==> src/rtl/vtg_pkg.sv <==
package vtg_pkg;

	localparam int DOT_W      = 9;
	localparam int LINE_W     = 8;
	localparam int IRQ_W      = 3;
	localparam int CFG_IDX_W  = 2;
	localparam int CFG_DATA_W = 8;

	// configuration register indexes
	localparam logic [CFG_IDX_W-1:0] CFG_LINE_MATCH_TARGET     = 2'd0;
	localparam logic [CFG_IDX_W-1:0] CFG_HBLANK_IRQ_ENABLE     = 2'd1;
	localparam logic [CFG_IDX_W-1:0] CFG_VBLANK_IRQ_ENABLE     = 2'd2;
	localparam logic [CFG_IDX_W-1:0] CFG_LINE_MATCH_IRQ_ENABLE = 2'd3;

	// interrupt request bit positions
	localparam int IRQ_VBLANK = 0;
	localparam int IRQ_HBLANK = 1;
	localparam int IRQ_MATCH  = 2;

	typedef struct packed {
		logic [LINE_W-1:0] line_match_target;
		logic              hblank_irq_enable;
		logic              vblank_irq_enable;
		logic              line_match_irq_enable;
	} cfg_t;

	typedef struct packed {
		logic [DOT_W-1:0]  dot_position;
		logic [LINE_W-1:0] line_number;
		logic              in_hblank;
		logic              in_vblank;
		logic              line_match;
		logic [IRQ_W-1:0]  irq_request;
		logic              frame_done;
	} res_t;

endpackage

==> src/rtl/vtg_if.sv <==
interface vtg_tick_if;
	logic valid;
	logic ready;
	logic advance;

	modport source (output valid, output advance, input ready);
	modport sink   (input valid, input advance, output ready);
endinterface

interface vtg_res_if import vtg_pkg::*; ();
	logic              valid;
	logic              ready;
	logic [DOT_W-1:0]  dot_position;
	logic [LINE_W-1:0] line_number;
	logic              in_hblank;
	logic              in_vblank;
	logic              line_match;
	logic [IRQ_W-1:0]  irq_request;
	logic              frame_done;

	modport source (output valid, output dot_position, output line_number, output in_hblank,
		output in_vblank, output line_match, output irq_request, output frame_done,
		input ready);
	modport sink   (input valid, input dot_position, input line_number, input in_hblank,
		input in_vblank, input line_match, input irq_request, input frame_done,
		output ready);
endinterface

==> src/rtl/vtg_core.sv <==
module vtg_core import vtg_pkg::*; #(
	parameter int VISIBLE_DOTS    = 240,
	parameter int DOTS_PER_LINE   = 308,
	parameter int VISIBLE_LINES   = 160,
	parameter int LINES_PER_FRAME = 228
) (
	input  logic clk,
	input  logic arst_n,
	input  logic step,
	input  logic advance,
	input  cfg_t cfg,
	output res_t nxt
);

	localparam logic [DOT_W-1:0]  HB_DOT    = DOT_W'(VISIBLE_DOTS);
	localparam logic [DOT_W-1:0]  LINE_DOTS = DOT_W'(DOTS_PER_LINE);
	localparam logic [LINE_W-1:0] VB_LINE   = LINE_W'(VISIBLE_LINES);
	localparam logic [LINE_W-1:0] FR_LINES  = LINE_W'(LINES_PER_FRAME);
	localparam logic [LINE_W-1:0] LAST_LINE = LINE_W'(LINES_PER_FRAME - 1);

	logic [DOT_W-1:0]  dot_q;
	logic [LINE_W-1:0] line_q;
	logic              hblank_q;
	logic              vblank_q;
	logic              match_q;

	logic [DOT_W-1:0]  dot_inc;
	logic [LINE_W-1:0] line_inc;

	assign dot_inc  = dot_q + DOT_W'(1);
	assign line_inc = line_q + LINE_W'(1);

	always_comb begin
		nxt              = '0;
		nxt.dot_position = dot_q;
		nxt.line_number  = line_q;
		nxt.in_hblank    = hblank_q;
		nxt.in_vblank    = vblank_q;
		nxt.line_match   = match_q;
		if (advance) begin
			nxt.dot_position = dot_inc;
			if (dot_inc == HB_DOT) begin
				nxt.in_hblank              = 1'b1;
				nxt.irq_request[IRQ_HBLANK] = cfg.hblank_irq_enable;
			end else if (dot_inc >= LINE_DOTS) begin
				nxt.dot_position = '0;
				nxt.line_number  = (line_inc >= FR_LINES) ? '0 : line_inc;
				nxt.line_match   = (nxt.line_number == cfg.line_match_target);
				nxt.irq_request[IRQ_MATCH] = nxt.line_match & cfg.line_match_irq_enable;
				nxt.in_hblank    = 1'b0;
				if (nxt.line_number == VB_LINE) begin
					nxt.in_vblank               = 1'b1;
					nxt.irq_request[IRQ_VBLANK] = cfg.vblank_irq_enable;
				end
				// last line: blank ends and the frame is handed off
				if (nxt.line_number == LAST_LINE) begin
					nxt.in_vblank  = 1'b0;
					nxt.frame_done = 1'b1;
				end
			end
		end
	end

	always_ff @(posedge clk or negedge arst_n) begin
		if (!arst_n) begin
			dot_q    <= '0;
			line_q   <= '0;
			hblank_q <= 1'b0;
			vblank_q <= 1'b0;
			match_q  <= 1'b0;
		end else if (step) begin
			dot_q    <= nxt.dot_position;
			line_q   <= nxt.line_number;
			hblank_q <= nxt.in_hblank;
			vblank_q <= nxt.in_vblank;
			match_q  <= nxt.line_match;
		end
	end

endmodule

==> src/rtl/video_timing_generator.sv <==
// Dot-clock raster timing generator (hsync/vsync style counters for an LCD).
//
// Channels:
//   tick : one beat per dot-clock tick, payload advance (1 steps a dot,
//          0 holds every counter and flag).
//   res  : one beat per tick with dot/line position, blank flags, the
//          line-match flag, one-beat irq_request pulses (bit0 vblank,
//          bit1 hblank, bit2 line match) and the frame_done pulse.
//   cfg  : write-only register port (cfg_write, cfg_index, cfg_data);
//          index 0 target line, 1 hblank irq enable, 2 vblank irq enable,
//          3 line-match irq enable. Write only while the block is idle.
// Result: the result beat is registered and shows in the cycle after its tick is taken.
// Throughput: one tick per cycle unless the receiver stalls; the counter update
//   is a single add and compare ahead of the result register.
// Stall: tick.ready = !res.valid || res.ready, so a stalled receiver holds
//   the result register and ticks back up at the source; nothing is lost.
// Reset: counters, flags, enables and target clear; no result is pending.
module video_timing_generator import vtg_pkg::*; #(
	parameter int VISIBLE_DOTS    = 240,
	parameter int DOTS_PER_LINE   = 308,
	parameter int VISIBLE_LINES   = 160,
	parameter int LINES_PER_FRAME = 228
) (
	input  logic                  clk,
	input  logic                  arst_n,
	input  logic                  cfg_write,
	input  logic [CFG_IDX_W-1:0]  cfg_index,
	input  logic [CFG_DATA_W-1:0] cfg_data,
	vtg_tick_if.sink              tick,
	vtg_res_if.source             res
);

	cfg_t cfg_q;
	res_t nxt;
	res_t res_q;
	logic res_valid_q;
	logic take;

	// register file; enables keep only bit 0
	always_ff @(posedge clk or negedge arst_n) begin
		if (!arst_n) begin
			cfg_q <= '0;
		end else if (cfg_write) begin
			case (cfg_index)
				CFG_LINE_MATCH_TARGET:     cfg_q.line_match_target     <= cfg_data[LINE_W-1:0];
				CFG_HBLANK_IRQ_ENABLE:     cfg_q.hblank_irq_enable     <= cfg_data[0];
				CFG_VBLANK_IRQ_ENABLE:     cfg_q.vblank_irq_enable     <= cfg_data[0];
				CFG_LINE_MATCH_IRQ_ENABLE: cfg_q.line_match_irq_enable <= cfg_data[0];
				default: ;
			endcase
		end
	end

	// a tick is taken whenever the result slot is free or draining
	assign tick.ready = !res_valid_q || res.ready;
	assign take       = tick.valid && tick.ready;

	vtg_core #(
		.VISIBLE_DOTS   (VISIBLE_DOTS),
		.DOTS_PER_LINE  (DOTS_PER_LINE),
		.VISIBLE_LINES  (VISIBLE_LINES),
		.LINES_PER_FRAME(LINES_PER_FRAME)
	) u_core (
		.clk    (clk),
		.arst_n (arst_n),
		.step   (take),
		.advance(tick.advance),
		.cfg    (cfg_q),
		.nxt    (nxt)
	);

	always_ff @(posedge clk or negedge arst_n) begin
		if (!arst_n) begin
			res_valid_q <= 1'b0;
		end else if (take) begin
			res_valid_q <= 1'b1;
		end else if (res.ready) begin
			res_valid_q <= 1'b0;
		end
	end

	// payload register, no reset needed
	always_ff @(posedge clk) begin
		if (take) begin
			res_q <= nxt;
		end
	end

	assign res.valid        = res_valid_q;
	assign res.dot_position = res_q.dot_position;
	assign res.line_number  = res_q.line_number;
	assign res.in_hblank    = res_q.in_hblank;
	assign res.in_vblank    = res_q.in_vblank;
	assign res.line_match   = res_q.line_match;
	assign res.irq_request  = res_q.irq_request;
	assign res.frame_done   = res_q.frame_done;

endmodule

==> src/flat_wrapper.sv <==
// flat-port wrapper written by rule: the top's interface ports become plain ports
module video_timing_generator_flat import vtg_pkg::*;
#(
	parameter int VISIBLE_DOTS    = 240,
	parameter int DOTS_PER_LINE   = 308,
	parameter int VISIBLE_LINES   = 160,
	parameter int LINES_PER_FRAME = 228
)
  (clk, arst_n, cfg_write, cfg_index, cfg_data, tick_valid, tick_advance, tick_ready, res_valid, res_dot_position, res_line_number, res_in_hblank, res_in_vblank, res_line_match, res_irq_request, res_frame_done, res_ready);
  vtg_tick_if tick_i ();
  vtg_res_if res_i ();
  input  logic clk;
  input  logic arst_n;
  input  logic cfg_write;
  input  logic [CFG_IDX_W-1:0] cfg_index;
  input  logic [CFG_DATA_W-1:0] cfg_data;
  input wire logic [$bits(tick_i.valid)-1:0] tick_valid;
  input wire logic [$bits(tick_i.advance)-1:0] tick_advance;
  output wire logic [$bits(tick_i.ready)-1:0] tick_ready;
  output wire logic [$bits(res_i.valid)-1:0] res_valid;
  output wire logic [$bits(res_i.dot_position)-1:0] res_dot_position;
  output wire logic [$bits(res_i.line_number)-1:0] res_line_number;
  output wire logic [$bits(res_i.in_hblank)-1:0] res_in_hblank;
  output wire logic [$bits(res_i.in_vblank)-1:0] res_in_vblank;
  output wire logic [$bits(res_i.line_match)-1:0] res_line_match;
  output wire logic [$bits(res_i.irq_request)-1:0] res_irq_request;
  output wire logic [$bits(res_i.frame_done)-1:0] res_frame_done;
  input wire logic [$bits(res_i.ready)-1:0] res_ready;
  assign tick_i.valid = tick_valid;
  assign tick_i.advance = tick_advance;
  assign tick_ready = tick_i.ready;
  assign res_valid = res_i.valid;
  assign res_dot_position = res_i.dot_position;
  assign res_line_number = res_i.line_number;
  assign res_in_hblank = res_i.in_hblank;
  assign res_in_vblank = res_i.in_vblank;
  assign res_line_match = res_i.line_match;
  assign res_irq_request = res_i.irq_request;
  assign res_frame_done = res_i.frame_done;
  assign res_i.ready = res_ready;
  video_timing_generator #(.VISIBLE_DOTS(VISIBLE_DOTS), .DOTS_PER_LINE(DOTS_PER_LINE), .VISIBLE_LINES(VISIBLE_LINES), .LINES_PER_FRAME(LINES_PER_FRAME)) u_core (.clk(clk), .arst_n(arst_n), .cfg_write(cfg_write), .cfg_index(cfg_index), .cfg_data(cfg_data), .tick(tick_i), .res(res_i));
endmodule
==> config.mk <==
export PLATFORM = sky130hd
export DESIGN_NAME = video_timing_generator_flat
export DESIGN_NICKNAME = d
export VERILOG_FILES = /design/src/rtl/vtg_pkg.sv /design/src/rtl/vtg_if.sv /design/src/rtl/vtg_core.sv /design/src/rtl/video_timing_generator.sv /design/src/flat_wrapper.sv
export SDC_FILE = /design/constraint.sdc
export NUM_CORES = 1
export LEC_CHECK = 0
export BUFFER_PORTS_ARGS = -buffer_cell sky130_fd_sc_hd__buf_2
export CAP_MARGIN = 15
export CORE_ASPECT_RATIO = 1.25
export CORE_UTILIZATION = 57
export DETAILED_ROUTE_END_ITERATION = 8
export PLACE_DENSITY = 0.81
export SYNTH_ARGS = -nofsm -noshare
export SYNTH_HDL_FRONTEND = slang
export SYNTH_SLANG_ARGS = --single-unit
==> constraint.sdc <==
create_clock -name clk -period 3.4 [get_ports clk]
set_input_delay 0.17 -clock clk [delete_from_list [all_inputs] [get_ports clk]]
set_output_delay 0.17 -clock clk [all_outputs]
set_load 0.01 [all_outputs]
**Word-level counts from Yosys, hierarchy flattened**

Cells that the tools add are included.
Widths: inputs -> output; s select.

- Add/subtract/negate cells: 2
- Magnitude comparators: 2
- Divide/modulo/power cells: 0
- Multiplexer cells: 15
- Shift operators: 0
- Multiply operators: 0
- Reduce and logical (&&, ||, !) cells: 12
- Equality and inequality tests: 7
- Bitwise logic cells: 4

Operator list:

| cell | count |
|---|---|
| $mux 24 | 1 |
| $mux 21 | 1 |
| $mux 17 | 1 |
| $eq 8x8->1 const B | 2 |
| $reduce_and 2->1 | 5 |
| $add 9x1->9 const B | 1 |
| $eq 9x8->1 const B | 1 |
| $ge 9x9->1 const B | 1 |
| $add 8x1->8 const B | 1 |
| $eq 8x8->1 | 1 |
| $ge 8x8->1 const B | 1 |
| $mux 1 | 8 |
| $mux 8 | 1 |
| $eq 2x2->1 const B | 2 |
| $mux 2 | 2 |
| $reduce_or 4->1 | 1 |
| $mux 3 | 1 |
| $not 1->1 | 3 |
| $reduce_or 3->1 | 1 |
| $eq 2x1->1 const B | 1 |
| $logic_not 2->1 | 1 |
| $reduce_bool 2->1 | 1 |
| $and 1x1->1 | 1 |
| $logic_and 1x1->1 | 1 |
| 2 further kinds | 2 |

- Output and inout bits: 26
- Input bits: 16
- Flip-flop bits (word level): 56
- Latch bits: 0
- Memories: 0
- Bits in read-only memories: 0
- Logic and storage cells: 61
- Memory bits (writable): 0

**Logic depth before layout (Yosys ltp)**

- Depth in word-level cells: 9
- Depth in mapped cells: 10
- Depth with buffers taken out: 8

**By module**

From an unflattened synthesis, not the netlist that was laid out.

- Cell total of the unflattened synthesis: 329
- Area total of the unflattened synthesis: 3334.4 µm²

By module, submodules not included:

| module | cells each | seq. area each (µm²) | instances | area an instance (µm²) |
|---|---|---|---|---|
| vtg_core | 275 | 500.5 | 1 | 2132.0 |
| video_timing_generator | 54 | 1021.0 | 1 | 1202.4 |

**Worst setup path after synthesis**

OpenSTA, ideal clock, no wires.

- Path type: register to register
- Start: register u_core.res_valid_q, in the netlist u_core.res.valid
- End: register u_core.u_core.line_q[4]
- Buffers on the path: 3
- Data required time: 3268 ps
- Period minus slack after synthesis: 2514 ps
- Library setup time: 132 ps
- Stages on the path, launching flop included: 9
- Slack: 886 ps
- Data arrival time: 2382 ps
- Cell sequence: dfrtp_1 -> nand2b_1 -> and2_1 -> clkbuf_1 -> nand2_1 -> clkbuf_1 -> clkbuf_1 -> o31ai_1 -> o31ai_1

- Word-level cells in the longest chain between the ends: 3

RTL lines:

| what | line | source |
|---|---|---|
| start, declared | video_timing_generator.sv:36 | `logic res_valid_q;` |
| start signal, assigned | video_timing_generator.sv:74 | `res_valid_q <= 1'b0;` |
| start signal, assigned | video_timing_generator.sv:76 | `res_valid_q <= 1'b1;` |
| start signal, assigned | video_timing_generator.sv:78 | `res_valid_q <= 1'b0;` |
| $logic_not 1->1 | video_timing_generator.sv:55 | `assign tick.ready = !res_valid_q \|\| res.ready;` |
| $logic_or 1x1->1 | video_timing_generator.sv:55 |  |
| named net tick_ready | flat_wrapper.sv:19 | `output wire logic [$bits(tick_i.ready)-1:0] tick_ready;` |
| $logic_and 1x1->1 | video_timing_generator.sv:56 | `assign take = tick.valid && tick.ready;` |
| named net u_core.take | video_timing_generator.sv:37 | `logic take;` |
| end signal, assigned | vtg_core.sv:73 | `line_q <= nxt.line_number;` |
| end, declared | vtg_core.sv:22 | `logic [LINE_W-1:0] line_q;` |

The timed path passes the listed nets, and every way through them passes these cells.
A chain may end at the register's enable or synchronous reset.

==> flow_metrics.env <==
export IMPL_wl_met2_um=3470
export IMPL_status="finished, final reports clean"
export IMPL_setup_viol=0
export IMPL_hp_class="input pin to flip-flop"
export IMPL_ys_async_sr_fraction=0.571
export IMPL_clk_latency_ns=0.31
export IMPL_ir_drop_mv=0.316
export IMPL_synth_edf_count=24
export IMPL_avgRoutedWirePerCell_um=16.4
export IMPL_grt_pass1_vias=2429
export IMPL_grt_pass1_wl_um=10700
export IMPL_diodes=0
export IMPL_num_rows=29
export IMPL_cts_made_buffers=5
export IMPL_ys_top_cells_by_area="dfrtp_1 (26%), edfxtp_1 (23%), mux2_2 (6.2%), o21ai_0 (3.9%), nand2_1 (3.3%)"
export IMPL_grt_antenna_before_repair=0
export IMPL_hold_viol=0
export IMPL_cts_path_max_buffers=2
export IMPL_reg2reg_depth=7
export IMPL_nNetsFinal=355
export IMPL_overflow=0
export IMPL_p_sw_frac=0.349
export IMPL_htree_levels=2
export IMPL_wl_met3_um=260
export IMPL_met1_length_um=2670
export IMPL_area_growth_pct=10.5
export IMPL_clock_skew_ns=0.0129
export IMPL_synthCells=300
export IMPL_path_max_fanout=14
export IMPL_synth_fp_nets=320
export IMPL_synth_largest_area_cell="dfrtp_1"
export IMPL_path_clk_slew_ns=0.10
export IMPL_syn_avg_cell_area_um2=10.3
export IMPL_routed_wl_um=6540
export IMPL_ys_warn_count=0
export IMPL_synth_seq_cells=56
export IMPL_cp_end_kind="flip-flop"
export IMPL_layout_drive_gt1_share=0.226
export IMPL_maxCapViolCount=0
export IMPL_reg2reg_slack_ns=0.22
export IMPL_p_per_area_mw_per_mm2=536
export IMPL_initial_utilization=0.601
export IMPL_comb_power_share=0.301
export IMPL_rr_endpoint="u_core.res.line_number[4]"
export IMPL_instances_no_fill=398
export IMPL_power_frac_seq=0.511
export IMPL_finalSetupTns_ns=0
export IMPL_rsz0062_at_grt="no"
export IMPL_drc=0
export IMPL_drt_iter0_drc=243
export IMPL_finalCritPeriodShare=0.936
export IMPL_gp_congestion=0.941
export IMPL_p_int_w=0.00119
export IMPL_track_usage=0.249
export IMPL_setup_worst_path_start="u_core.u_core.dot_q[0]"
export IMPL_relSlewSlack=0.306
export IMPL_firstDrtPassIters=4
export IMPL_io_buffers=41
export IMPL_fp_coreArea_mm2=0.00515
export IMPL_synth_area_mm2=0.00309
export IMPL_dieArea_mm2=0.00573
export IMPL_dp_hpwl_um=4630
export IMPL_post_synth_top_count_cell="dfrtp_1"
export IMPL_cts_root_buffer="clkbuf_8"
export IMPL_via_per_inst=6.22
export IMPL_synth_cell_types=56
export IMPL_cp_required_ns=3.53
export IMPL_whs_ns=0.0547
export IMPL_r2r_start="u_core.u_core.dot_q[0]"
export IMPL_final_max_slew_viol_count=0
export IMPL_io_pins=42
export IMPL_antenna_left=0
export IMPL_postLayoutCoreUtil=0.663
export IMPL_crit_end="u_core.res.line_number[4]"
export IMPL_clkPwrFrac=0.189
export IMPL_yosysTopAreaCellShare=0.259
export IMPL_die_h_um=84.4
export IMPL_min_period_ns=3.18
export IMPL_startpoint_type="flip-flop"
export IMPL_die_w_um=67.9
export IMPL_routed_top_layer="met4"
export IMPL_critical_path_class="flip-flop to flip-flop"
export IMPL_postCtsSetupRepairBufs=0
export IMPL_cts_sinks=56
export IMPL_synth_common_cells="dfrtp_1 (32), nand2_1 (27), edfxtp_1 (24), o21ai_0 (24), nor2_1 (23)"
export IMPL_tightest_slew_ns=1.04
export IMPL_p_sw_w=0.000640
export IMPL_cts_tree="yes"
export IMPL_timing_fmax_mhz=314
export IMPL_placedCellCount=389
export IMPL_synthFlopType="dfrtp_1"
export IMPL_p_leak_nw=1.33
export IMPL_grt_max_degree=33
export IMPL_vias=2476
export IMPL_critPathArrivalTime_ns=3.31
export IMPL_yosysSeqAreaShare=0.492
## worst min path at each step
stage	startpoint	to	slack [ns]	cells after the start
finish	tick_valid	u_core.res.valid	0.05	2
CTS	tick_valid	u_core.res.valid	0.05	2
floorplan	arst_n	u_core.cfg_q[0]	-0.13	0
detailed placement	arst_n	u_core.res.valid	0.28	1
global route	tick_valid	u_core.res.valid	0.05	2
global placement	arst_n	u_core.res.valid	0.27	1
## routing by layer
metal  vias to the layer above  global-route usage
li1                       1202                   -
met1                      1169               0.287
met2                        90               0.433
met3                        15              0.0435
met4                         0               0.116
met5                         -                   0
## sequential cells by signal, indices dropped and copies added, names as in the netlist
register / flops
u_core.u_core.hblank_q: 1
u_core.res.in_hblank: 1
u_core.res.frame_done: 1
u_core.res.irq_request: 3
u_core.res.line_number: 8
u_core.res.dot_position: 9
u_core.u_core.vblank_q: 1
u_core.u_core.line_q: 8
u_core.res.valid: 1
u_core.cfg_q: 11
u_core.u_core.dot_q: 9
u_core.res.line_match: 1
u_core.res.in_vblank: 1
u_core.u_core.match_q: 1
## power by group through the flow
stage,combinational (W),sequential [W],clock [W]
4_1_cts,0.000547,0.000935,0.000361
2_1_floorplan,0.000427,0.000911,0
5_1_grt,0.000614,0.000955,0.000386
6_report,0.000551,0.000936,0.000346
3_5_place_dp,0.000544,0.000950,0
3_3_place_gp,0.000522,0.000942,0
## per-stage QoR
stage / worst slack, ns / area, µm² / total power (W)
after detailed placement: 0.302 / 3330 / 0.00149
final: 0.218 / 3420 / 0.00183
after CTS: 0.240 / 3420 / 0.00184
after floorplan: 0.886 / 3090 / 0.00134
after global routing: 0.0172 / 3420 / 0.00196
after global placement: 0.518 / 3330 / 0.00146
## cell families after synthesis
family / synth area share
adder cells (fa/ha/maj): 0.0162
multiplexers: 0.0619
XOR/XNOR: 0.0340
buffers and inverters: 0.0344
flip-flops: 0.492
AND/OR/NAND/NOR: 0.175
AO/OA/AOI/OAI: 0.187
## cells in the final DEF, fill, tap and decap left out, types with 3 or more instances in the layout
| cell type | Yosys | layout |
|---|---|---|
| mux2_2 | 17 | 17 |
| nor4_1 | 6 | 6 |
| nor2_1 | 23 | 23 |
| xnor2_1 | 5 | 5 |
| a21oi_1 | 7 | 7 |
| o21ai_0 | 24 | 24 |
| and2_1 | 4 | 4 |
| nand2_1 | 27 | 27 |
| dfrtp_1 | 32 | 32 |
| and3_1 | 5 | 5 |
| nand4_1 | 6 | 6 |
| edfxtp_1 | 24 | 24 |
| ha_1 | 4 | 4 |
| o31ai_1 | 10 | 10 |
| clkbuf_8 | 0 | 5 |
| a221o_1 | 6 | 6 |
| nand2b_1 | 4 | 4 |
| nor3_1 | 4 | 4 |
| nand3_1 | 8 | 8 |
| inv_1 | 7 | 7 |
| o21ai_1 | 5 | 5 |
| a21o_1 | 3 | 3 |
| buf_2 | 7 | 41 |
| xor2_1 | 7 | 7 |
| buf_4 | 1 | 4 |
| nor2b_1 | 3 | 3 |
## final cells by class
class	count	area [µm²]
clock buffers	7	76.3
clock inverters	1	5.00
fillers	411	1730
inverters	7	26.3
multi-input cells	219	1470
flip-flops and latches	56	1520
well taps	62	77.6
repair buffers	46	245
## what timing repair did
action                                 CTS  global route
endpoints found under the hold margin   32             0
resized for setup                        0             0
hold buffers                             1             0
## worst max-delay path, stage by stage, from the launching register on
cell and delay (ns):
dfrtp_1 0.51, ha_1 0.43, nand3_1 0.19, nor3_2 0.22
xor2_1 0.42, o211ai_1 0.53, or2_1 0.43, o31ai_1 0.26
(Power assumes the default switching activity.)
